## src/rtl/core/ttc_fifo.sv

```systemverilog
`default_nettype none

module ttc_fifo #(
  parameter int EW    = 8,
  parameter int DEPTH = 4
) (
  input  logic          clk,
  input  logic          rst,
  input  logic          push,
  input  logic [EW-1:0] din,
  output logic          full,
  input  logic          pop,
  output logic [EW-1:0] dout,
  output logic          empty
);
  localparam int AW = $clog2(DEPTH);

  logic [EW-1:0] mem [DEPTH];
  logic [AW-1:0] wr_ptr, rd_ptr;
  logic [AW:0]   count;

  assign full  = (count == (AW+1)'(DEPTH));
  assign empty = (count == '0);
  assign dout  = mem[rd_ptr];

  always_ff @(posedge clk) begin
    if (rst) begin
      wr_ptr <= '0;
      rd_ptr <= '0;
      count  <= '0;
    end else begin
      if (push) begin
        wr_ptr <= (wr_ptr == AW'(DEPTH-1)) ? '0 : wr_ptr + 1'b1;
      end
      if (pop) begin
        rd_ptr <= (rd_ptr == AW'(DEPTH-1)) ? '0 : rd_ptr + 1'b1;
      end
      if (push && !pop) begin
        count <= count + 1'b1;
      end else if (pop && !push) begin
        count <= count - 1'b1;
      end
    end
    if (push) begin
      mem[wr_ptr] <= din;
    end
  end

endmodule

`default_nettype wire

```

## config.mk

```make
export PLATFORM = sky130hd
export DESIGN_NAME = ttc_fifo
export DESIGN_NICKNAME = d
export VERILOG_FILES = /design/src/rtl/core/ttc_fifo.sv
export SDC_FILE = /design/constraint.sdc
export NUM_CORES = 1
export LEC_CHECK = 0
export BUFFER_PORTS_ARGS = -buffer_cell sky130_fd_sc_hd__buf_4
export CORE_AREA = 5 5 54 75
export CTS_CLUSTER_DIAMETER = 60
export DETAILED_ROUTE_END_ITERATION = 8
export DIE_AREA = 0 0 59 80
export HOLD_SLACK_MARGIN = 0.05
export PLACE_DENSITY = 0.7
export RECOVER_POWER = 100
export SYNTH_ARGS = -nofsm -noshare
export SYNTH_HDL_FRONTEND = slang
export SYNTH_SLANG_ARGS = --single-unit
export TNS_END_PERCENT = 50
```

## constraint.sdc

```tcl
create_clock -name clk -period 2.61 [get_ports clk]
set_input_delay 0.522 -clock clk [delete_from_list [all_inputs] [get_ports clk]]
set_output_delay 0.522 -clock clk [all_outputs]
set_load 0.005 [all_outputs]
```

==> results.cfg <==
[yosys]
synth-seq-cells = 41
async_flop_share_pct = 0
synth-compound-area-share_pct = 0.940
synth_warnings = 0
ys_types = 17
synth_adder_area_share_pct = 5.95
synthTopCellsByCount = edfxtp_1 (32), dfxtp_1 (9), mux4_2 (8)
synth_nets = 105
synth_xor_area_share_pct = 1.10
synthCells = 86
synth_top_area_share_pct = 60.1
synth_top_family_by_area = multiplexers
synthMuxAreaShare_pct = 13.8
synth_edf_count = 32
synthSimpleGateAreaFrac_pct = 4.86
synth_area_per_cell_um2 = 18.6
synth-seq-area-share_pct = 71.4
syn-cell-area_um2 = 1600
synth-main-ff-cell = edfxtp_1
synth_area_leaders = edfxtp_1 (60%), dfxtp_1 (11%), mux4_2 (11%), ha_1 (4.7%), mux2i_1 (2.5%)
yosysMostFrequentCell = edfxtp_1
synth_area_leader_cell = edfxtp_1

[route]
drtPass1Iterations = 3
routed_wl_um = 2440
antenna_left = 0
drt_iter0_drc = 19
wl_per_cell_um = 15.9
route.detailed.drc = 0
vias_per_cell = 5.18
vias = 793

[sta]
hold_viol = 0
finalCritPeriodShare_pct = 84.7
fmax_ghz = 0.453
rsz0062_at_grt = no
clock_skew_ns = 0.00212
setup_viol = 0
worstMarginPinSlew_ns = 0.651
period_minus_slack_ns = 2.21
maxSlewHeadroom_pct = 56.5
report.final.slew_viol_count = 0
tns_ns = 0

[clock_network]
clock_sinks = 41
insertion_delay_ns = 0.28
cts.clk_slew.worst_paths_ns = 0.07
cts_buffers = 5
cts_max_level = 2
cts_buffer_depth = 2
postCtsSetupBuffers = 0
cts_root_buf = clkbuf_8
cts-resized-gates = 0
cts_hold_buf = 0
cts_tree = built

[worst_setup_path]
reg2regPathDepth = 3
r2r_start = wr_ptr[0]
required_ns = 2.09
r2r_end = mem[0][6]
cp-end-kind = output pin
arrival_ns = 1.69
cp_max_fo = 8
crit_type = reg2out
startpoint_type = flip-flop
rrSetupSlack_ns = 1.14

[placed_design]
dp_hpwl_um = 1840
gp_congestion = 0.685
io_buffer_count = 21

[finish]
nFillCells = 283
drive_gt1_share_pct = 22.1
nNetsFinal = 131
diodes = 0
area_growth_syn_to_layout_pct = 15.3

[pwr]
ir_drop_v = 0.000460
leakage_nw = 0.655
p_total_mw = 1.31
power_density_nw_per_um2 = 713

[grt]
gr-total-overflow = 0
grt_pass1_vias = 891
grt_pass1_wl_um = 4160
grt_max_degree = 13
track_usage_pct = 12.7
antenna_found_initial = 0

[floorplan]
design.die.area_um2 = 4720
die_y_um = 80
num_rows = 25
core_um2 = 3320
die_x_um = 59
start_util_pct = 48.2
io_pins = 22

[min_path]
hold_start = rst
hold_class = in2reg
hold_path_depth = 2
hold_end = count[2]

[run_status]
status = completed

[job]
drv_cap = 0
kinds of logic after synthesis:
group           after synthesis
compound gates                3
xor+xnor                      2
fa+ha+maj                     7
buf+inv                       6
flops                        41
mux                          12
simple gates                 15
sequential cells by signal, indices dropped and copies added (netlist names), named ones only:
| name | cells |
|---|---|
| wr_ptr | 2 |
| count | 3 |
| mem | 32 |
| rd_ptr | 2 |
cells in the final DEF (no fill, tap or decap):
cell type | synthesis | routed
o21ai_0 | 1 | 1
nor2_1 | 7 | 7
inv_1 | 4 | 4
clkbuf_1 | 0 | 12
fa_1 | 1 | 1
buf_4 | 0 | 4
a21oi_1 | 2 | 2
edfxtp_1 | 32 | 32
mux2i_1 | 4 | 4
clkbuf_8 | 0 | 6
ha_1 | 6 | 6
or3_1 | 1 | 1
mux4_2 | 8 | 8
xor2_1 | 2 | 2
nor3b_1 | 2 | 2
nor3_1 | 1 | 1
dfxtp_1 | 9 | 9
clkbuf_4 | 0 | 7
and2_0 | 0 | 4
power by group:
part	switching, mW	internal [mW]	leakage, nW
Sequential	0.0285	0.743	0.368
Combinational	0.0625	0.0799	0.242
Clock	0.185	0.215	0.0455
stage by stage:
stage / instances / util, % / setup slack, ns / cell area, µm² / hold WS (ns)
2_1_floorplan: 86 / - / 0.826 / 1600 / 0.460
3_3_place_gp: 145 / 54.0 / 0.663 / 1790 / 0.482
3_5_place_dp: 145 / 54.0 / 0.601 / 1790 / 0.506
4_1_cts: 153 / 56.7 / 0.324 / 1880 / 0.426
5_1_grt: 153 / 55.5 / 0.251 / 1840 / 0.439
6_report: 153 / 55.5 / 0.400 / 1840 / 0.448
routing by layer:
metal / part of all wire (%) / global-route usage, % / wire length [µm] / up-vias
met5: 0 / 0 / 0 / -
met4: 2.3 / 7.26 / 55 / 0
met3: 7.1 / 5.18 / 172 / 6
met2: 54 / 21.5 / 1310 / 21
met1: 37 / 12.9 / 895 / 389
li1: - / - / - / 377
how the worst max path moves through the flow:
stage                   start       end  slack [ns]  cells after the start
finish              flip-flop   dout[7]        0.40                      2
global placement    flip-flop   dout[7]        0.66                      2
detailed placement        pop  count[2]        0.60                      8
global route        flip-flop   dout[2]        0.25                      2
floorplan                 pop  count[2]        0.83                      7
CTS                 flip-flop   dout[7]        0.32                      2
final cells by class:
class	instances	area, µm²	area share [%]
timing repair buffer	21	120	6.52
multi-input combinational	39	425	23.1
tap	40	50.0	2.72
clock buffer	8	90.1	4.89
sequential	41	1140	62.0
inverter	4	15.0	0.815
worst max-delay path, stage by stage, from the launching register on:
cell      delay [ns]
dfxtp_1         0.67
mux4_2          0.58
clkbuf_4        0.15
Note: power is estimated with default switching activity, not from simulation.
